## src/rtl/dss_ram.sv

```systemverilog
// Generic single-write, single-read synchronous RAM with registered read data.
module dss_ram #(
    parameter int WIDTH = 32,
    parameter int DEPTH = 16
) (
    input  logic                                  clk,
    input  logic                                  we,
    input  logic [(DEPTH > 1 ? $clog2(DEPTH) : 1)-1:0] waddr,
    input  logic [WIDTH-1:0]                      wdata,
    input  logic [(DEPTH > 1 ? $clog2(DEPTH) : 1)-1:0] raddr,
    output logic [WIDTH-1:0]                      rdata
);

    logic [WIDTH-1:0] mem [DEPTH];
    logic [WIDTH-1:0] rdata_reg;

    // Write port
    always_ff @(posedge clk)
    begin
        if (we)
        begin
            mem[waddr] <= wdata;
        end
    end

    // Registered read port
    always_ff @(posedge clk)
    begin
        rdata_reg <= mem[raddr];
    end

    assign rdata = rdata_reg;

endmodule

```

## config.mk

```make
export PLATFORM = sky130hd
export DESIGN_NAME = dss_ram
export DESIGN_NICKNAME = d
export VERILOG_FILES = /design/src/rtl/dss_ram.sv
export SDC_FILE = /design/constraint.sdc
export NUM_CORES = 1
export LEC_CHECK = 0
export BUFFER_PORTS_ARGS = -buffer_cell sky130_fd_sc_hd__buf_2
export CORE_UTILIZATION = 55
export CTS_BUF_LIST = sky130_fd_sc_hd__clkbuf_4 sky130_fd_sc_hd__clkbuf_8
export CTS_CLUSTER_SIZE = 16
export DETAILED_ROUTE_END_ITERATION = 6
export GPL_TIMING_DRIVEN = 0
export PLACE_DENSITY = 0.81
export SLEW_MARGIN = 20
export SYNTH_ARGS = -nofsm -noshare
export SYNTH_HDL_FRONTEND = slang
export SYNTH_SLANG_ARGS = --single-unit
```

## constraint.sdc

```tcl
create_clock -name clk -period 4.1 [get_ports clk]
set_input_delay 0.205 -clock clk [delete_from_list [all_inputs] [get_ports clk]]
set_output_delay 0.205 -clock clk [all_outputs]
set_load 0.01 [all_outputs]
```

======== Yosys cells after proc, flatten, opt, wreduce, memory -nomap -nowiden ========
Memories as Yosys holds them, arrays and structs flattened. A register that Yosys moved wholly into a read port is not among the register bits.
Cells that the tools add are included.
storage, ports and cells
  bits in registers ....................... 0
  memory bits (writable) .................. 512
  input port bits ......................... 42
  output and inout port bits .............. 32
  logic and storage cells ................. 3
  memories ................................ 1
cells by class
  muxes and demuxes ....................... 2
memories
  memory  words  width  rd ports  clocked after Yosys merged registers in  write ports  line  source
  mem     16     32     1         1                                        1            14    logic [WIDTH-1:0] mem [DEPTH];
operator list
  cell               count
  two-way mux 1 bit  2

======== Depth between registers and ports, before layout ========
  depth after elaboration ................. 2
  mapped depth ............................ 5
  depth with buffers taken out ............ 3

======== Worst setup path before layout ========
OpenSTA, ideal clock, no wires.
  path type ............................... input-to-reg
  start point ............................. input waddr[2] (netlist name)
  end point ............................... memory mem[0][0] (enable)
  library setup time ...................... 461 ps
  arrival time ............................ 2923 ps
  data required time ...................... 3639 ps
  setup slack ............................. 715 ps
  stages .................................. 2
  path buffers ............................ 0
  cell sequence ........................... or3b_2 > nor3_1
RTL lines
  what                line  source
  start: declaration  8     input logic [(DEPTH > 1 ? $clog2(DEPTH) : 1)-1:0] waddr,
  end: declaration    14
No word-level cell before the write port.

======== Worst setup path in the final report ========
  start point ............................. input waddr[3] (netlist name)
  end point ............................... memory mem[4][10] (enable)
No word-level cell before the write port.

==> flow_summary.json <==
{
  "htree_levels": 3,
  "port_buffers": 71,
  "worstSetupStartpointType": "input port",
  "r2r_setup_slack_ns": 2.61,
  "seq_area_frac_synth_pct": 80.7,
  "synthDistinctLibCells": 18,
  "swShare_pct": 21.0,
  "yosys.area.top_type": "edfxtp_1",
  "grt_pass1_vias": 10100,
  "peakVddDrop_uv": 321,
  "whs_endpoint": "mem[0][17]$_DFFE_PP_",
  "cts_buffers": 83,
  "finalHoldViolCount": 0,
  "routed-via-count": 9871,
  "path_buf_inv": 3,
  "cp_data_required_time_ns": 4.42,
  "p_seq_share_pct": 54.4,
  "grt_pass1_wl_mm": 63.2,
  "clkTransAtPathRegs_ns": 0.07,
  "path_class": "input port to flop",
  "cts_buffer_depth": 3,
  "finalSetupViolCount": 0,
  "first_pass_iters": 6,
  "clkPwrFrac_pct": 40.3,
  "area_growth_pct": 18.3,
  "clock_sinks": 544,
  "dp_hpwl_mm": 26.3,
  "dieArea_um2": 36900,
  "p_per_area_nw_per_um2": 489,
  "cts_tree": "yes",
  "hp-class": "input port to flop",
  "yosysWarnings": 0,
  "coreArea_um2": 35600,
  "timing.fmax_mhz": 607,
  "syn_inst": 838,
  "syn_nets": 880,
  "vias_per_cell": 6.22,
  "arrival_ns": 1.96,
  "wirelength_mm": 42.7,
  "routedWlPerCell_um": 26.9,
  "syn_area_per_cell_um2": 23.7,
  "pwr-share-comb_pct": 5.3,
  "overflow": 0,
  "synth_top_area_share_pct": 77.4,
  "cp_slowest_cell": "nor3_2",
  "layout_worst_path_cycle_share_pct": 40.2,
  "fillers": 2200,
  "ant_nets": 0,
  "worstMarginPinSlew_ns": 0.922,
  "max_stage_delay_ns": 0.72,
  "min_path_cells": 2,
  "skew_ns": 0.0204,
  "setup_tns_ns": 0,
  "grt_max_degree": 20,
  "grt_use_total_pct": 24.5,
  "yosys_register_bits": 544,
  "drc_errors": 0,
  "root_buffer": "clkbuf_8",
  "layout-drive-gt1-share_pct": 36.2,
  "maxCapViolCount": 0,
  "path_delay_family": "simple AND/OR/NAND/NOR gates",
  "largest_register_ff_count": 512,
  "antenna_found_initial": 2,
  "power.internal_w": 0.00908,
  "relSlewSlack_pct": 38.6,
  "worst_r2r_path_depth": 3,
  "r2r-start": "mem[8][19]$_DFFE_PP_",
  "syn_area_um2": 19900,
  "min_period_ns": 1.65,
  "first_iter_violations": 969,
  "die_h_um": 192,
  "end_kind": "flop",
  "switchingPower_w": 0.00242,
  "r2r_end": "rdata[19]$_DFF_P_",
  "cp_cell_sequence": "buf_2 -> nand3b_1 -> nor3_2 -> buf_4 -> buf_4",
  "rsz0062_at_grt": "no",
  "die_w_um": 192,
  "cts_resized": 0,
  "ios": 74,
  "initial_core_util_pct": 55.8,
  "worstPathMaxFanout": 8,
  "synthTopCellsByArea": "edfxtp_1, mux4_2, dfxtp_1, a22oi_1, nand2_1",
  "final_util_pct": 66.1,
  "antenna_cells": 0,
  "crit_top_cell": "buf_4",
  "gp_congestion": 0.725,
  "num_rows": 69,
  "outcome": "complete, no violations",
  "mostFrequentLayoutCells": "edfxtp_1, mux4_2, clkbuf_8",
  "fin_nets": 1099,
  "clkLatencyLatePin_ns": 0.62,
  "drv_slew": 0,
  "holdCritStartpoint": "waddr[1]",
  "critPathLaunch": "waddr[3]",
  "p_leak_nw": 7.73,
  "layout_commonest_cell": "edfxtp_1"
}
logic make-up after synthesis:
logic type	count (synthesis)	share of synthesized area (%)
DFF	544	80.7
muxes	128	14.5
AOI/OAI and AO/OA	64	2.42
and+or+nand+nor	59	1.27
buffers and inverters	43	1.12
worst register-to-register path, cell delays in order (launching register included):
cell and delay [ns]:
edfxtp_1 0.42, mux4_2 0.51, a22oi_1 0.27, nand2_1 0.15
through the flow:
stage                     cell area (um^2)  cells  total power (W)  worst slack (ns)  hold slack [ns]
after floorplan                      19900    838          0.00668             0.715            0.304
after global placement               20800   1370          0.00690             -1.53            0.567
after detailed placement             21400   1401          0.00695              1.82            0.587
after CTS                            23500   1588           0.0116              2.48           0.0434
after global routing                 23500   1588           0.0119              2.41           0.0820
final                                23500   1588           0.0115              2.45           0.0875
cells in the mapped netlist (all sizes together):
library cell and n:
a22oi 64, nor3 4, nand2b 2, dfxtp 32, or3b 1, nor2b 2
nand3 1, nand3b 2, buf 26, nor2 13, clkbuf 17, nand2 33
edfxtp 512, and2 1, mux4 128
cell type report:
cell class / count / area, um^2 / share of cell area (%)
Sequential cell: 544 / 16000 / 68.2
Multi-Input combinational cell: 251 / 3730 / 15.9
Clock buffer: 127 / 1590 / 6.75
Timing Repair Buffer: 134 / 1170 / 4.98
Tap cell: 461 / 577 / 2.46
Buffer: 43 / 223 / 0.948
Clock inverter: 28 / 196 / 0.836
what timing repair did:
action | in CTS | in global routing
hold buffers | 32 | 0
endpoints found under the hold margin | 512 | 0
buffers inserted | 0 | 0
per-layer routing:
metal,vias to the layer above,global-route usage [%],wire length [um]
li1,4032,-,-
met1,5141,33.2,16300
met2,605,39.5,21400
met3,91,5.54,3880
met4,2,8.63,1070
met5,-,0,13
power groups by stage:
stage / logic (W) / registers (W) / clock network [W]
3_3_place_gp: 0.000538 / 0.00636 / 0
5_1_grt: 0.000654 / 0.00626 / 0.00494
6_report: 0.000611 / 0.00625 / 0.00464
3_5_place_dp: 0.000588 / 0.00637 / 0
2_1_floorplan: 0.000299 / 0.00638 / 0
4_1_cts: 0.000616 / 0.00625 / 0.00470
worst max path at each step:
stage | endpoint | slack [ns] | cells past startpoint
2_1_floorplan | mem[0][0]$_DFFE_PP_ | 0.72 | 2
3_3_place_gp | mem[0][9]$_DFFE_PP_ | -1.53 | 3
5_1_grt | mem[4][15]$_DFFE_PP_ | 2.41 | 5
3_5_place_dp | mem[4][8]$_DFFE_PP_ | 1.82 | 5
6_report | mem[4][10]$_DFFE_PP_ | 2.45 | 5
4_1_cts | mem[4][10]$_DFFE_PP_ | 2.48 | 5
Power figures use the tool's default switching activity.
