<file path="src/rtl/dss_pkg.sv">
// Shared types and constants for the discrete state-space system block.
package dss_pkg;

    // Request kinds
    localparam logic KIND_COEF   = 1'b0;
    localparam logic KIND_SAMPLE = 1'b1;

    // Configuration register indexes
    localparam int CFG_IDX_W  = 2;
    localparam int CFG_DATA_W = 32;
    localparam logic [CFG_IDX_W-1:0] CFG_STATES  = 2'd0;
    localparam logic [CFG_IDX_W-1:0] CFG_INPUTS  = 2'd1;
    localparam logic [CFG_IDX_W-1:0] CFG_OUTPUTS = 2'd2;

    // Cycles from term issue to accumulator write-back
    localparam int MAC_LAT = 3;

    // One request: coefficient write or input sample
    typedef struct packed {
        logic               kind;
        logic [7:0]         coef_index;
        logic signed [31:0] value;
        logic               last_input;
    } req_t;

    // One result: element of y
    typedef struct packed {
        logic [1:0]         out_index;
        logic signed [31:0] out_value;
        logic               last_output;
    } res_t;

    // Control that travels with one product term
    typedef struct packed {
        logic valid;
        logic first;
        logic last;
        logic dummy;
        logic from_input;
        logic state_ok;
        logic to_output;
    } term_t;

    // Finished dot product
    typedef struct packed {
        logic valid;
        logic to_output;
    } wb_t;

endpackage

</file>
<file path="src/rtl/dss_mac.sv">
// Multiply-accumulate pipeline with 64-bit saturating sum and Q16.16 round/saturate.
module dss_mac #(
    parameter int RW = 2
) (
    input  logic                clk,
    input  logic                rst_n,
    input  dss_pkg::term_t      term,
    input  logic [RW-1:0]       row,
    input  logic signed [31:0]  u_value,
    input  logic [31:0]         coef,
    input  logic [31:0]         state_value,
    output dss_pkg::wb_t        wb,
    output logic [RW-1:0]       wb_row,
    output logic signed [31:0]  wb_data
);

    dss_pkg::term_t     s1_term_reg;
    logic [RW-1:0]      s1_row_reg;
    logic signed [31:0] s1_u_reg;

    dss_pkg::term_t     s2_term_reg;
    logic [RW-1:0]      s2_row_reg;
    logic signed [63:0] s2_prod_reg;

    dss_pkg::term_t     s3_term_reg;
    logic [RW-1:0]      s3_row_reg;
    logic signed [63:0] acc_reg;

    logic signed [31:0] operand_b;
    logic signed [63:0] prod_next;
    logic signed [64:0] sum_wide;
    logic signed [63:0] acc_next;
    logic signed [48:0] rounded;

    // Stage 1: capture control while the memories read
    always_ff @(posedge clk or negedge rst_n)
    begin
        if (!rst_n)
        begin
            s1_term_reg <= '0;
        end
        else
        begin
            s1_term_reg <= term;
        end
    end

    always_ff @(posedge clk)
    begin
        s1_row_reg <= row;
        s1_u_reg   <= u_value;
    end

    // Select the second operand; unused state and empty rows give zero
    always_comb
    begin
        if (s1_term_reg.dummy)
        begin
            operand_b = '0;
        end
        else if (s1_term_reg.from_input)
        begin
            operand_b = s1_u_reg;
        end
        else if (s1_term_reg.state_ok)
        begin
            operand_b = $signed(state_value);
        end
        else
        begin
            operand_b = '0;
        end
        prod_next = $signed(coef) * operand_b;
    end

    // Stage 2: register the product
    always_ff @(posedge clk or negedge rst_n)
    begin
        if (!rst_n)
        begin
            s2_term_reg <= '0;
        end
        else
        begin
            s2_term_reg <= s1_term_reg;
        end
    end

    always_ff @(posedge clk)
    begin
        s2_row_reg  <= s1_row_reg;
        s2_prod_reg <= prod_next;
    end

    // Saturating accumulate, restarting on the first term of a row
    always_comb
    begin
        sum_wide = {acc_reg[63], acc_reg} + {s2_prod_reg[63], s2_prod_reg};
        if (s2_term_reg.first)
        begin
            acc_next = s2_prod_reg;
        end
        else if (sum_wide[64] != sum_wide[63])
        begin
            acc_next = sum_wide[64] ? {1'b1, 63'd0} : {1'b0, {63{1'b1}}};
        end
        else
        begin
            acc_next = sum_wide[63:0];
        end
    end

    // Stage 3: accumulator
    always_ff @(posedge clk or negedge rst_n)
    begin
        if (!rst_n)
        begin
            s3_term_reg <= '0;
        end
        else
        begin
            s3_term_reg <= s2_term_reg;
        end
    end

    always_ff @(posedge clk)
    begin
        if (s2_term_reg.valid)
        begin
            acc_reg    <= acc_next;
            s3_row_reg <= s2_row_reg;
        end
    end

    // Round half up at bit 15, then clamp to 32 bits
    always_comb
    begin
        rounded = {acc_reg[63], acc_reg[63:16]} + 49'(acc_reg[15]);
        if (rounded > 49'sd2147483647)
        begin
            wb_data = 32'sh7fffffff;
        end
        else if (rounded < -49'sd2147483648)
        begin
            wb_data = 32'sh80000000;
        end
        else
        begin
            wb_data = rounded[31:0];
        end
    end

    assign wb.valid     = s3_term_reg.valid && s3_term_reg.last;
    assign wb.to_output = s3_term_reg.to_output;
    assign wb_row       = s3_row_reg;

endmodule

</file>
<file path="config.mk">
export PLATFORM = sky130hd
export DESIGN_NAME = dss_mac
export DESIGN_NICKNAME = d
export VERILOG_FILES = /design/src/rtl/dss_pkg.sv /design/src/rtl/dss_mac.sv
export SDC_FILE = /design/constraint.sdc
export NUM_CORES = 2
export LEC_CHECK = 0
export ABC_CLOCK_PERIOD_IN_PS = 11850
export BUFFER_PORTS_ARGS = -buffer_cell sky130_fd_sc_hd__buf_2
export CORE_ASPECT_RATIO = 1.1
export CORE_MARGIN = 2
export CORE_UTILIZATION = 25
export CTS_CLUSTER_DIAMETER = 50
export DETAILED_ROUTE_END_ITERATION = 16
export PLACE_DENSITY = 0.38
export RECOVER_POWER = 50
export SLEW_MARGIN = 20
export SYNTH_ARGS = -nofsm -noshare
export SYNTH_HDL_FRONTEND = slang
export SYNTH_SLANG_ARGS = --single-unit
export TNS_END_PERCENT = 5
</file>
<file path="constraint.sdc">
create_clock -name clk -period 11.85 [get_ports clk]
set_input_delay 0 -clock clk [delete_from_list [all_inputs] [get_ports clk]]
set_output_delay 0 -clock clk [all_outputs]
set_load 0.1 [all_outputs]
</file>
---- Word level (Yosys, flattened, before mapping) ----
Cells that the tools add are included.
storage, ports and cells
  register bits after elaboration ......... 180
  input bits .............................. 107
  output and inout bits ................... 36
  word-level logic and storage cells ...... 35
operators by class
  $add $sub $neg .......................... 2
  multipliers ............................. 1
  magnitude comparators ................... 2
  equality and inequality tests ........... 1
  multiplexer cells ....................... 8
  reduce and logical (&&, ||, !) cells .... 1
operators by type and width
  cell                    number
  $mux W64                3
  $mux W32                5
  $add A64 B64 Y65        1
  $mul A32 B32 Y64        1
  $add A48 B2 Y49         1
  $gt A49 B32 Y1 const B  1
  $lt A49 B32 Y1 const B  1
  $logic_and A1 B1 Y1     1
  $ne A1 B1 Y1            1

---- Depth between registers and ports, before layout ----
  word-level depth ........................ 4
  gate-level depth with buffers ........... 34
  depth with buffers taken out ............ 31

---- Least setup slack after synthesis ----
OpenSTA, ideal clock, no wires.
  path kind ............................... register -> register
  start ................................... reg s1_term_reg[2] in the netlist's numbering
  end ..................................... reg s2_prod_reg[61]
  library setup time ...................... 0.115 ns
  arrival ................................. 8.438 ns
  required time ........................... 11.735 ns
  path slack .............................. 3.297 ns
  stages on the path, launching flop included .. 30
  buffers on the path ..................... 4
  clock period less this slack ............ 8.553 ns
  cell sequence ........................... dfrtp_1 -> clkbuf_1 -> nor2b_1 -> clkbuf_1 -> a22oi_1 -> nor2_1 -> clkbuf_1 -> nand2_1 -> inv_1 -> fa_1 -> fa_1 -> fa_1 -> fa_1 -> fa_1 -> fa_1 -> fa_1 -> fa_1 -> ha_1 -> clkbuf_1 -> a21oi_1 -> o21a_1 -> o22ai_1 -> a311o_1 -> nand2_1 -> o21ai_1 -> a31oi_2 -> a21boi_1 -> o41ai_2 -> mux2_2 -> and2_1
on the way
  longest elaborated chain between the ends .. 3
RTL lines
  what                      RTL line       text
  start: declaration        dss_mac.sv:17  dss_pkg::term_t s1_term_reg;
  start signal: assignment  dss_mac.sv:44  s1_term_reg <= term;
  $mux W32                  dss_mac.sv:61  else if (s1_term_reg.from_input)
  $mux W32                  dss_mac.sv:57  if (s1_term_reg.dummy)
  $mul A32 B32 Y64          dss_mac.sv:73  prod_next = $signed(coef) * operand_b;
  net prod_next[61]         dss_mac.sv:30  logic signed [63:0] prod_next;
  end signal: assignment    dss_mac.sv:92  s2_prod_reg <= prod_next;
  end: declaration          dss_mac.sv:23  logic signed [63:0] s2_prod_reg;
The timed path passes the listed nets, and every way through them passes these cells.
A chain may end at the register's enable or synchronous reset.

---- Worst setup path in the final report ----
Ends and elaborated chain as after synthesis.

==> metrics.md <==
| Metric | Value |
|---|---|
| Status | complete, but fails checks |
| Failing checks | capacitance limit, slew limit |
| CTS clk-pin slew, worst paths | 80 ps |
| Buffers on Ports | 142 |
| Initial Util | 25.1% |
| Synth cell count leaders | 1083 x fa_1, 1003 x inv_1, 631 x nand2_1 |
| Top-count cell post-synth | fa_1 |
| Routed met2 length | 73500 um |
| GP Congestion | 0.838 |
| Register bit total from synthesis | 180 |
| Seq/Total Area, Yosys | 9.28% |
| Post-DR wirelength/cell | 20.4 um |
| Post-Synthesis Cells | 5003 |
| Clk buf depth | 2 |
| Share of cells above drive strength 1 | 5.85% |
| Die W | 416 um |
| CP Launch Type | flop |
| Period minus WS final | 10350 ps |
| Hold Path Class | input port to flop |
| Worst Path Max Fanout | 34 |
| Period utilization | 87.4% |
| Highest Signal Layer | met5 |
| Predominant post-synthesis flop cell | dfxtp_1 |
| Max transition margin | -67.1% |
| Top post-synthesis cells by area | fa_1 46%, inv_1 8.1%, and2_1 7.1% |
| Ant diodes | 0 |
| Worst Max-Slew Pin Slew | 2510 ps |
| Antenna Nets Post-Route | 0 |
| Setup Viol. Count Final | 0 |
| R2r startpoint | s1_term_reg[2] |
| Drt via density | 4.46 |
| Synth cell types | 94 |
| Via Count | 33300 |
| Synthesized area | 0.0467 mm^2 |
| WL met3 | 4360 um |
| Post-CTS Setup Bufs | 0 |
| CP endpoint kind | flop |
| Initial antenna violation count | 8 |
| I/O pins | 143 |
| Vias in the first global route | 38100 |
| RSZ-0062 raised after global routing | no |
| Clk_lat worst skew | 530 ps |
| Dpl hpwl | 125000 um |
| Gr ovfl total | 0 |
| Core area | 0.186 mm^2 |
| Final max-slew violation count | 64 |
| R2r endpoint | s2_prod_reg[61] |
| Die Area | 0.190 mm^2 |
| Setup_tns | 0 ps |
| Final wirelength | 152000 um |
| Die height | 457 um |
| Worst path max stage delay | 810 ps |
| Area grow syn2layout | 9.40% |
| Slowest library cell on the worst path | nor2_2 |
| TritonCTS clock tree | built |
| Met1 wire length | 73400 um |
| Final Hold Fails | 0 |
| Layout Skew | 20.4 ps |
| Max-Cap Viols | 3 |
| Rows | 166 |
| Post-CTS Resized | 0 |
| Highest Clock Rate | 0.0966 GHz |
| CP arrival | 10780 ps |
| Worst R2R Path Depth | 28 |
| Synth Warn # | 0 |
| Largest area contributor in the netlist | fa_1 |
| Pre-antenna DRT Iters | 5 |
| Global-route wire length before repair | 239000 um |
| Ys async rst share | 7.78% |
| Syn Nets | 6443 |
| H-tree depth | 4 |
| Pin count of the biggest net entering global routing | 55 |
| Most numerous cell on the critical path | fa_1 |
| Worst hold stages | 2 |
| Min-delay src | u_value[24] |
| GRT Overall Usage | 16.5% |
| Post-synth EDFFs | 66 |
| Cts bufs inserted | 17 |
| Setup Crit Path Kind | flop to flop |
| Critical Path RT | 12280 ps |
| Fillers | 19900 |
| R2R Setup Slk | 1500 ps |
| Hold Path Sink | s1_u_reg[24] |
| Number of clock sinks | 180 |
| Initial DRC count | 1426 |
| Hold_ws | 112 ps |
| Root Buffer | clkbuf_16 |
| Yosys top cell area share | 46.4% |
| Avg Inst Size Synth | 9.33 um^2 |
| Final Net Count | 6455 |
| # DRC | 0 |
[cell families after synthesis]
kind of cell | Yosys count | synth area share, %
adders and majority gates | 1335 | 53.2
DFF | 180 | 9.28
and+or+nand+nor | 1504 | 16.1
AOI/OAI and AO/OA | 555 | 8.06
xor gates and xnor gates | 157 | 2.94
muxes | 9 | 0.204
buffers and inverters | 1263 | 10.3
[worst max path at each step]
stage	start	to	slack [ps]	depth (start not counted)
final	s1_term_reg[2]	s2_prod_reg[61]	1500	28
after floorplan	s1_term_reg[2]	s2_prod_reg[61]	3300	29
after global routing	s1_term_reg[2]	s2_prod_reg[62]	910	30
after CTS	s1_term_reg[2]	s2_prod_reg[61]	1690	28
after global placement	s1_term_reg[2]	s2_prod_reg[61]	1790	29
after detailed placement	s1_term_reg[2]	s2_prod_reg[61]	1690	28
[cell type report]
| cell class | instances | area [um^2] | share of cell area (%) |
|---|---|---|---|
| clock buffer | 18 | 429 | 0.840 |
| clock inverter | 14 | 184 | 0.360 |
| inverter | 1004 | 3770 | 7.38 |
| multi-input combinational | 3560 | 37700 | 73.7 |
| sequential | 180 | 4340 | 8.49 |
| tap | 2436 | 3050 | 5.97 |
| timing repair buffer | 252 | 1650 | 3.22 |
[cells in the final DEF, fill, tap and decap left out, types with 14 or more instances in the layout]
cell,netlist,final
nand2_1,631,631
a21o_1,78,78
nor2_2,0,19
nor2_1,146,115
edfxtp_1,66,66
a31oi_1,21,21
o21a_1,16,16
fa_1,1083,1083
ha_1,250,250
and2_1,533,531
inv_1,1003,1003
dlygate4sd3_1,0,42
dfxtp_1,100,100
clkbuf_16,0,17
a22oi_1,31,31
nand3_1,42,42
a21oi_1,125,125
xor2_1,62,62
nand2b_1,21,21
a2bb2oi_1,51,51
a211oi_1,14,14
nor3_1,25,25
buf_4,7,64
and3_1,16,16
nand4_1,28,28
nor2_4,2,14
xnor2_1,95,95
buf_2,3,132
o21bai_1,18,18
o21ai_0,110,111
[timing repair]
item,CTS,global route
endpoints found under the hold margin,55,0
hold buffers,42,0
setup endpoints to repair,0,0
[worst max-delay path, delay by kind of cell, from the launching register on]
family,cells,cell delay [ps]
mux,1,380
flops,1,360
simple gates,5,1750
fa+ha+maj,9,4600
compound gates,9,2040
buf+inv,4,1080
[per-stage QoR]
step	cells	utilization (%)	cell area, um^2	setup WS, ps
CTS	7463	27.5	51100	1690
global placement	7388	26.9	50100	1790
detailed placement	7389	26.9	50100	1690
global route	7464	27.5	51100	911
floorplan	5003	-	46700	3300
finish	7464	27.5	51100	1500
[routing by layer]
metal | GRT usage, % | vias up
met5 | 0 | -
met4 | 1.99 | 2
met3 | 1.69 | 76
met2 | 28.1 | 531
met1 | 23.2 | 17500
li1 | - | 15200
Power is not shown: default switching activity piles up to over one toggle a cycle in this logic, so the estimate is an artifact.
