### src/rtl/dss_pkg.sv
// Shared types and constants for the discrete state-space system block.
package dss_pkg;

    // Request kinds
    localparam logic KIND_COEF   = 1'b0;
    localparam logic KIND_SAMPLE = 1'b1;

    // Configuration register indexes
    localparam int CFG_IDX_W  = 2;
    localparam int CFG_DATA_W = 32;
    localparam logic [CFG_IDX_W-1:0] CFG_STATES  = 2'd0;
    localparam logic [CFG_IDX_W-1:0] CFG_INPUTS  = 2'd1;
    localparam logic [CFG_IDX_W-1:0] CFG_OUTPUTS = 2'd2;

    // Cycles from term issue to accumulator write-back
    localparam int MAC_LAT = 3;

    // One request: coefficient write or input sample
    typedef struct packed {
        logic               kind;
        logic [7:0]         coef_index;
        logic signed [31:0] value;
        logic               last_input;
    } req_t;

    // One result: element of y
    typedef struct packed {
        logic [1:0]         out_index;
        logic signed [31:0] out_value;
        logic               last_output;
    } res_t;

    // Control that travels with one product term
    typedef struct packed {
        logic valid;
        logic first;
        logic last;
        logic dummy;
        logic from_input;
        logic state_ok;
        logic to_output;
    } term_t;

    // Finished dot product
    typedef struct packed {
        logic valid;
        logic to_output;
    } wb_t;

endpackage

### src/rtl/dss_seq.sv
// Step sequencer: walks rows and terms, generates store addresses, owns state banks.
module dss_seq #(
    parameter int MAX_STATES  = 8,
    parameter int MAX_INPUTS  = 4,
    parameter int MAX_OUTPUTS = 4
) (
    input  logic clk,
    input  logic rst_n,
    input  logic trigger,
    input  logic [$clog2(MAX_STATES+1)-1:0]  nx,
    input  logic [$clog2(MAX_INPUTS+1)-1:0]  nu,
    input  logic [$clog2(MAX_OUTPUTS+1)-1:0] ny,
    output logic busy,
    output logic [$clog2(MAX_STATES*MAX_STATES + MAX_STATES*MAX_INPUTS
                 + MAX_OUTPUTS*MAX_STATES + MAX_OUTPUTS*MAX_INPUTS)-1:0] coef_raddr,
    output logic [(MAX_STATES > 1 ? $clog2(MAX_STATES) : 1):0]      st_raddr,
    output logic [(MAX_INPUTS > 1 ? $clog2(MAX_INPUTS) : 1)-1:0]    k_index,
    output dss_pkg::term_t term,
    output logic [(MAX_STATES > MAX_OUTPUTS ?
                   (MAX_STATES > 1 ? $clog2(MAX_STATES) : 1) :
                   (MAX_OUTPUTS > 1 ? $clog2(MAX_OUTPUTS) : 1))-1:0] row,
    input  dss_pkg::wb_t wb,
    input  logic [(MAX_STATES > MAX_OUTPUTS ?
                   (MAX_STATES > 1 ? $clog2(MAX_STATES) : 1) :
                   (MAX_OUTPUTS > 1 ? $clog2(MAX_OUTPUTS) : 1))-1:0] wb_row,
    output logic st_we,
    output logic [(MAX_STATES > 1 ? $clog2(MAX_STATES) : 1):0]      st_waddr
);

    localparam int DEPTH = MAX_STATES*MAX_STATES + MAX_STATES*MAX_INPUTS
                         + MAX_OUTPUTS*MAX_STATES + MAX_OUTPUTS*MAX_INPUTS;
    localparam int AW  = $clog2(DEPTH);
    localparam int JW  = MAX_STATES > 1 ? $clog2(MAX_STATES) : 1;
    localparam int KW  = MAX_INPUTS > 1 ? $clog2(MAX_INPUTS) : 1;
    localparam int RMAX = MAX_STATES > MAX_OUTPUTS ? MAX_STATES : MAX_OUTPUTS;
    localparam int RW  = RMAX > 1 ? $clog2(RMAX) : 1;
    localparam int NXW = $clog2(MAX_STATES+1);
    localparam int NUW = $clog2(MAX_INPUTS+1);

    localparam logic [1:0] ST_IDLE  = 2'd0;
    localparam logic [1:0] ST_RUN   = 2'd1;
    localparam logic [1:0] ST_DRAIN = 2'd2;

    logic [1:0]            state_reg, state_next;
    logic                  is_y_reg, is_y_next;
    logic [RW-1:0]         row_reg, row_next;
    logic [JW-1:0]         j_reg, j_next;
    logic [KW-1:0]         k_reg, k_next;
    logic                  inp_reg, inp_next;
    logic                  first_reg, first_next;
    logic [AW-1:0]         addr_reg, addr_next;
    logic [1:0]            drain_reg, drain_next;
    logic [MAX_STATES-1:0] bank_reg, bank_next;
    logic [MAX_STATES-1:0] valid_reg, valid_next;

    logic [AW-1:0] lb, lc, ld, stride;
    logic          nt_zero, last_term, row_last, last_state_term, new_row;
    logic [JW-1:0] wb_j;

    // Section bases of the packed A, B, C, D store
    always_comb
    begin
        lb       = AW'(nx) * AW'(nx);
        lc       = lb + AW'(nx) * AW'(nu);
        ld       = lc + AW'(ny) * AW'(nx);
        stride   = is_y_reg ? AW'(ny) : AW'(nx);
        nt_zero  = (nx == '0) && (nu == '0);
        last_state_term = (NXW'(j_reg) + NXW'(1)) == nx;
        last_term = nt_zero ||
                    (inp_reg ? ((NUW'(k_reg) + NUW'(1)) == nu)
                             : (last_state_term && nu == '0));
        row_last = is_y_reg ? (int'(row_reg) + 1 == int'(ny))
                            : (int'(row_reg) + 1 == int'(nx));
    end

    // Row and term walk
    always_comb
    begin
        state_next = state_reg;
        is_y_next  = is_y_reg;
        row_next   = row_reg;
        j_next     = j_reg;
        k_next     = k_reg;
        inp_next   = inp_reg;
        first_next = first_reg;
        addr_next  = addr_reg;
        drain_next = drain_reg;
        bank_next  = bank_reg;
        valid_next = valid_reg;
        new_row    = 1'b0;

        unique case (state_reg)
            ST_IDLE:
            begin
                if (trigger)
                begin
                    if (ny != '0)
                    begin
                        state_next = ST_RUN;
                        is_y_next  = 1'b1;
                        row_next   = '0;
                        new_row    = 1'b1;
                    end
                    else if (nx != '0)
                    begin
                        state_next = ST_RUN;
                        is_y_next  = 1'b0;
                        row_next   = '0;
                        new_row    = 1'b1;
                    end
                end
            end
            ST_RUN:
            begin
                first_next = 1'b0;
                if (last_term)
                begin
                    if (!row_last)
                    begin
                        row_next = row_reg + RW'(1);
                        new_row  = 1'b1;
                    end
                    else if (is_y_reg && nx != '0)
                    begin
                        is_y_next = 1'b0;
                        row_next  = '0;
                        new_row   = 1'b1;
                    end
                    else
                    begin
                        state_next = ST_DRAIN;
                        drain_next = '0;
                    end
                end
                else if (!inp_reg && last_state_term)
                begin
                    inp_next  = 1'b1;
                    k_next    = '0;
                    addr_next = (is_y_reg ? ld : lb) + AW'(row_reg);
                end
                else if (!inp_reg)
                begin
                    j_next    = j_reg + JW'(1);
                    addr_next = addr_reg + stride;
                end
                else
                begin
                    k_next    = k_reg + KW'(1);
                    addr_next = addr_reg + stride;
                end
            end
            ST_DRAIN:
            begin
                drain_next = drain_reg + 2'd1;
                if (int'(drain_reg) == dss_pkg::MAC_LAT - 1)
                begin
                    state_next = ST_IDLE;
                    for (int i = 0; i < MAX_STATES; i++)
                    begin
                        if (i < int'(nx))
                        begin
                            bank_next[i]  = ~bank_reg[i];
                            valid_next[i] = 1'b1;
                        end
                    end
                end
            end
            default:
            begin
                state_next = ST_IDLE;
            end
        endcase

        // Start a row at its first coefficient
        if (new_row)
        begin
            j_next     = '0;
            k_next     = '0;
            first_next = 1'b1;
            inp_next   = (nx == '0);
            if (is_y_next)
            begin
                addr_next = ((nx == '0) ? ld : lc) + AW'(row_next);
            end
            else
            begin
                addr_next = AW'(row_next);
            end
        end
    end

    always_ff @(posedge clk or negedge rst_n)
    begin
        if (!rst_n)
        begin
            state_reg <= ST_IDLE;
            bank_reg  <= '0;
            valid_reg <= '0;
            drain_reg <= '0;
        end
        else
        begin
            state_reg <= state_next;
            bank_reg  <= bank_next;
            valid_reg <= valid_next;
            drain_reg <= drain_next;
        end
    end

    always_ff @(posedge clk)
    begin
        is_y_reg  <= is_y_next;
        row_reg   <= row_next;
        j_reg     <= j_next;
        k_reg     <= k_next;
        inp_reg   <= inp_next;
        first_reg <= first_next;
        addr_reg  <= addr_next;
    end

    // Issue one term per cycle
    assign busy       = (state_reg != ST_IDLE);
    assign coef_raddr = addr_reg;
    assign st_raddr   = {bank_reg[j_reg], j_reg};
    assign k_index    = k_reg;
    assign row        = row_reg;

    always_comb
    begin
        term.valid      = (state_reg == ST_RUN);
        term.first      = first_reg;
        term.last       = last_term;
        term.dummy      = nt_zero;
        term.from_input = inp_reg;
        term.state_ok   = valid_reg[j_reg];
        term.to_output  = is_y_reg;
    end

    // Write new state into the idle bank
    assign wb_j     = JW'(wb_row);
    assign st_we    = wb.valid && !wb.to_output;
    assign st_waddr = {~bank_reg[wb_j], wb_j};

endmodule

### config.mk
export PLATFORM = sky130hd
export DESIGN_NAME = dss_seq
export DESIGN_NICKNAME = d
export VERILOG_FILES = /design/src/rtl/dss_pkg.sv /design/src/rtl/dss_seq.sv
export SDC_FILE = /design/constraint.sdc
export NUM_CORES = 1
export LEC_CHECK = 0
export BUFFER_PORTS_ARGS = -buffer_cell sky130_fd_sc_hd__buf_4
export CORE_UTILIZATION = 50
export CTS_CLUSTER_DIAMETER = 80
export DETAILED_ROUTE_END_ITERATION = 7
export PLACE_DENSITY = 0.73
export SETUP_SLACK_MARGIN = 0.02
export SYNTH_ARGS = -nofsm -noshare
export SYNTH_HDL_FRONTEND = slang
export SYNTH_SLANG_ARGS = --single-unit
### constraint.sdc
create_clock -name clk -period 8.3 [get_ports clk]
set_input_delay 0 -clock clk [delete_from_list [all_inputs] [get_ports clk]]
set_output_delay 0 -clock clk [all_outputs]
set_load 0.01 [all_outputs]
# After elaboration in Yosys (flattened, before gate mapping)
# Index checks and enable logic that the tools add are counted.
classes:
  add_sub_neg: 12
  mul: 3
  magnitude_cmp: 10
  eq_ne: 14
  mux: 55
  n_bitwise: 12
  reduce_logical: 32
op_table:
  columns: ["op", "n"]
  rows:
  - ["2-to-1 mux 8 bit", 7]
  - ["equality test 32 x 4 -> 1 bit", 1]
  - ["AND reduction 3 bit", 10]
  - ["2-to-1 mux 2 bit", 12]
  - ["2-to-1 mux 1 bit", 21]
  - ["2-to-1 mux 3 bit", 6]
  - ["adder 8 x 3 -> 8 bit", 2]
  - ["adder 8 x 7 -> 8 bit", 2]
  - ["less-than comparator 3 x 4 -> 1 bit (first input constant)", 4]
  - ["inverter 1 bit", 12]
  - ["nonzero test 2 bit", 5]
  - ["binary-select mux 1 bit (select 3 bit)", 3]
  - ["adder 3 x 1 -> 4 bit (second input constant)", 2]
  - ["adder 8 x 4 -> 8 bit", 1]
  - ["equality test 4 bit", 2]
  - ["less-than comparator 1 x 4 -> 1 bit (first input constant)", 2]
  - ["less-than comparator 2 x 4 -> 1 bit (first input constant)", 2]
  - ["less-than comparator 3 x 4 -> 1 bit (second input constant)", 2]
  - ["multiplier 4 x 4 -> 8 bit", 1]
  - ["AND reduction 4 bit", 2]
  - ["multiplier 3 x 4 -> 7 bit", 1]
  - ["multiplier 4 x 3 -> 7 bit", 1]
  - ["adder 3 x 1 -> 3 bit (second input constant)", 2]
  - ["!= test 2 x 1 -> 1 bit (second input constant)", 3]
  - ["22 further kinds", 32]
word_totals:
  ff_bits: 39
  inputBits: 18

# Depth between registers and ports, before layout
logic_depth:
  ltp_word: 10
  depth_mapped: 23

# Least setup slack after synthesis
# Ideal clock, no wire load.
synth_path:
  path_kind: "input port to flip-flop"
  from: "input nx[1]"
  to: "register addr_reg[7], in the netlist coef_raddr[7] (data pin)"
  setup_time_ps: 176
  arrival_ps: 5007
  setup_slack_ps: 3117
  cell_stages: 20
  n_path_buf: 2
  path_cell_list: "clkbuf_1 > clkbuf_1 > and2_1 > fa_1 > inv_1 > fa_1 > inv_1 > ha_1 > and3b_1 > o21a_1 > nor2_1 > fa_1 > ha_1 > o21ai_0 > or4b_2 > nand3_1 > mux2i_1 > o31a_1 > mux2_2 > o32ai_1"
synth_via:
  elab_chain_cells: 9
synth_lines:
  columns: ["item", "line", "rtl"]
  rows:
  - ["from (decl)", "dss_seq.sv:10", "input logic [$clog2(MAX_STATES+1)-1:0] nx,"]
  - ["multiplier 4 x 4 -> 8 bit, or another cell as far along", "dss_seq.sv:63", "lb = AW'(nx) * AW'(nx);"]
  - ["adder 8 x 7 -> 8 bit, or another cell as far along", "dss_seq.sv:64", "lc = lb + AW'(nx) * AW'(nu);"]
  - ["adder 8 x 7 -> 8 bit, or another cell as far along", "dss_seq.sv:65", "ld = lc + AW'(ny) * AW'(nx);"]
  - ["2-to-1 mux 8 bit, or another cell as far along", "dss_seq.sv:139", "addr_next = (is_y_reg ? ld : lb) + AW'(row_reg);"]
  - ["adder 8 x 3 -> 8 bit / 2-to-1 mux 3 bit (equally long branches)", "dss_seq.sv:139, dss_seq.sv:116", null]
  - ["2-to-1 mux 8 bit / one-hot mux 3 bit (2 select lines) (equally long branches)", "dss_seq.sv:135, dss_seq.sv:92", null]
  - ["2-to-1 mux 8 bit / adder 8 x 3 -> 8 bit (equally long branches)", "dss_seq.sv:116, dss_seq.sv:183", null]
  - ["2-to-1 mux 8 bit, on equally long branches", "dss_seq.sv:92, dss_seq.sv:181", null]
  - ["2-to-1 mux 8 bit *", "dss_seq.sv:175", "if (new_row)"]
  - ["named net addr_next[7]", "dss_seq.sv:51", "logic [AW-1:0] addr_reg, addr_next;"]
  - ["to (signal assigned)", "dss_seq.sv:218", "addr_reg <= addr_next;"]
  - ["to (decl)", "dss_seq.sv:51", null]
# Mark *: on every way through the listed nets, which the timed path passes. The rest lies on a longest branch. The select of a mux whose other input is x is not followed.
# A chain may end at the register's enable or synchronous reset.

# Final worst setup path
layout_path:
  from: "input nx[2]"
  to: "register addr_reg[7], in the netlist coef_raddr[7] (data pin)"
# Same word-level chain as after synthesis.

==> qor.yml <==
run_status: "completed"
nFillCells: 743
synthArstFlopShare_pct: 51.3
antenna_left: 0
final_cells: 616
dp_hpwl_mm: 7.86
synth_compound_area_share_pct: 16.4
worstMarginPinSlew_ps: 859
die_h_um: 94.8
ff2ff_setup_slack_ps: 3330
gr-total-overflow: 0
totalWireLength_mm: 10.1
firstDrtPassIters: 4
yosys.area_share.adder_pct: 18.1
n_antenna_cell: 0
final_cell_mix: "50 x buf_4, 43 x nand2_1, 35 x inv_1, 35 x ha_1, 24 x xor2_1"
io_pins: 48
start_kind: "primary input"
synth_cells: 480
synth_top_area_share_pct: 11.6
r2r-end: "coef_raddr[7]$_DFFE_PP_"
io_buffers: 47
timing.fmax_mhz: 193
drv_cap: 0
route.vias.total: 3594
synth_top_family_by_area: "simple AND/OR/NAND/NOR gates"
min_period_ps: 5190
start_util_pct: 52.1
cts_sinks: 39
synth_ff_type: "dfrtp_1"
r2r_start: "j_reg[0]$_SDFFE_PP0P_"
path_depth: 20
synth.largest_area_cell: "dfrtp_1"
cp-startpoint: "nx[2]"
syn_avg_cell_area_um2: 8.96
synth_seq_cells: 39
power.density_nw_per_um2: 297
clock_latency_ps: 300
place_area_um2: 4650
rsz0062_at_grt: "no"
num_rows: 33
yosysWarnings: 0
drt_iter0_drc: 118
slew_viol_final: 0
ir_drop_v: 0.000136
clk_pin_slew_ps: 80
die_x_um: 94.8
synth.distinct_cells: 66
endpoint_kind: "flop"
wl_per_cell_um: 16.3
placed_cells: 607
synth_simple_gate_area_share_pct: 19.4
fin_hold_ws_ps: 108
rr_worst_depth: 16
crit_required_ps: 8410
core-area_um2: 8260
crit_path_end: "coef_raddr[7]$_DFFE_PP_"
relSlewSlack_pct: 42.7
syn_nets: 550
synth-edff-count: 9
path_buf_inv: 3
track_usage_pct: 24.4
synth_xor_area_share_pct: 9.16
cts_tree: "yes"
drive_gt1_share_pct: 17.8
crit_path_max_incr_delay_ps: 630
worstHoldPathType: "in -> async"
cts_root_buf: "clkbuf_8"
design_area_um2: 4790
fp.dieArea_um2: 8980
tns_ps: 0
cp_slowest_cell: "or4b_2"
crit_family: "adder cells"
final_nets: 580
setup-violations-final: 0
power.leakage_nw: 2.22
hold_violations: 0
antenna_found_initial: 0
first_global_vias: 3638
synth_area_um2: 4300
place.gp.congestion: 0.898
ctsHtreeMaxLevel: 2
drc: 0
final_common_cell: "buf_4"
fin_skew_ps: 5.75
numCtsBuffers: 5
grt_max_degree: 24
post_cts_buffers: 0
synthMuxAreaShare_pct: 7.48
cpMostUsedCell: "fa_1"
synth_seq_area_share_pct: 22.6
grt_pass1_wl_mm: 17.3
viasPerCell: 5.83
path_cells: "buf_4, nor2b_1, and2_1, fa_1, inv_1, fa_1, inv_1, ha_1, and3b_1, o21a_1, nor2_1, fa_1, ha_1, o21ai_0, or4b_2, nand3_1, mux2i_1, o31a_1, mux2_2, o32ai_1"
timing.critical_path.fanout_max: 19
fin_crit_sh_pct: 62.6
crit_type: "in -> reg"
cts_buffer_depth: 2
worstPathArrival_ps: 5300
yosys-top-cells-area: "dfrtp_1 12%, ha_1 10%, fa_1 7.9%, edfxtp_1 6.3%, xor2_1 4.9%"
area_growth_pct: 11.5
[cell usage after synthesis (6+ instances only)]
| master | count |
|---|---|
| fa_1 | 17 |
| o21ai_0 | 18 |
| mux4_2 | 6 |
| xnor2_1 | 21 |
| o211ai_1 | 6 |
| a21o_1 | 12 |
| nand2_1 | 43 |
| or2_2 | 12 |
| nand3_1 | 9 |
| clkbuf_1 | 13 |
| a21oi_1 | 20 |
| dfxtp_1 | 10 |
| mux2i_1 | 13 |
| edfxtp_1 | 9 |
| ha_1 | 35 |
| xor2_1 | 24 |
| nor2b_1 | 12 |
| dfrtp_1 | 20 |
| inv_1 | 35 |
| nor2_1 | 20 |
| buf_4 | 10 |
| and2_1 | 22 |
| a31oi_1 | 6 |
[where the power goes]
group	internal (W)	total (W)	switching (W)
clock network	0.000108	0.000183	0.0000744
registers	0.000270	0.000356	0.0000859
logic	0.000398	0.000887	0.000489
total	0.000777	0.00143	0.000649
[through the flow]
stage / utilization, % / setup slack (ps) / total power, W
2_1_floorplan: - / 3120 / 0.00101
3_3_place_gp: 56.4 / 3050 / 0.00121
3_5_place_dp: 56.4 / 2880 / 0.00124
4_1_cts: 58.1 / 3160 / 0.00142
5_1_grt: 58.1 / 2700 / 0.00156
6_report: 58.1 / 3110 / 0.00143
[how the worst min path moves through the flow]
| stage | depth (start not counted) | slack [ps] | endpoint | startpoint |
|---|---|---|---|---|
| 6_report | 2 | 110 | valid_reg[0]$_DFFE_PN0P_ | rst_n |
| 5_1_grt | 2 | 130 | bank_reg[1]$_DFFE_PN0P_ | rst_n |
| 4_1_cts | 2 | 120 | bank_reg[1]$_DFFE_PN0P_ | rst_n |
| 3_5_place_dp | 1 | -100 | valid_reg[0]$_DFFE_PN0P_ | rst_n |
| 3_3_place_gp | 1 | -110 | bank_reg[1]$_DFFE_PN0P_ | rst_n |
| 2_1_floorplan | 0 | -300 | bank_reg[0]$_DFFE_PN0P_ | rst_n |
[cells by family after synthesis]
kind of cell	count (synthesis)
XOR/XNOR	45
multiplexers	24
flip-flops	39
adder cells (fa/ha/maj)	52
AND/OR/NAND/NOR	155
buffers and inverters	64
AO/OA/AOI/OAI	101
[final cells by class]
type	count	area [um2]	share of cell area, %
inverter	36	136	2.84
clock inverter	2	36.3	0.757
multi-input combinational	377	3040	63.4
clock buffer	6	93.8	1.96
tap	105	131	2.74
timing repair buffer	51	385	8.04
sequential	39	971	20.3
[timing repair]
item | CTS | global route
hold buffers | 1 | 0
gates resized for setup | 0 | 0
endpoints found under the setup margin | 0 | 0
hold endpoints to repair | 20 | 0
[routing by layer]
| metal | GRT usage (%) | share of wire (%) | wire, um | vias to the layer above |
|---|---|---|---|---|
| met2 | 39.9 | 47 | 4740 | 105 |
| met4 | 8.84 | 2.3 | 235 | 0 |
| li1 | - | - | - | 1741 |
| met5 | 0 | 0 | 0 | - |
| met1 | 32.9 | 46 | 4650 | 1727 |
| met3 | 3.22 | 4.3 | 438 | 21 |
(Power assumes the default switching activity.)
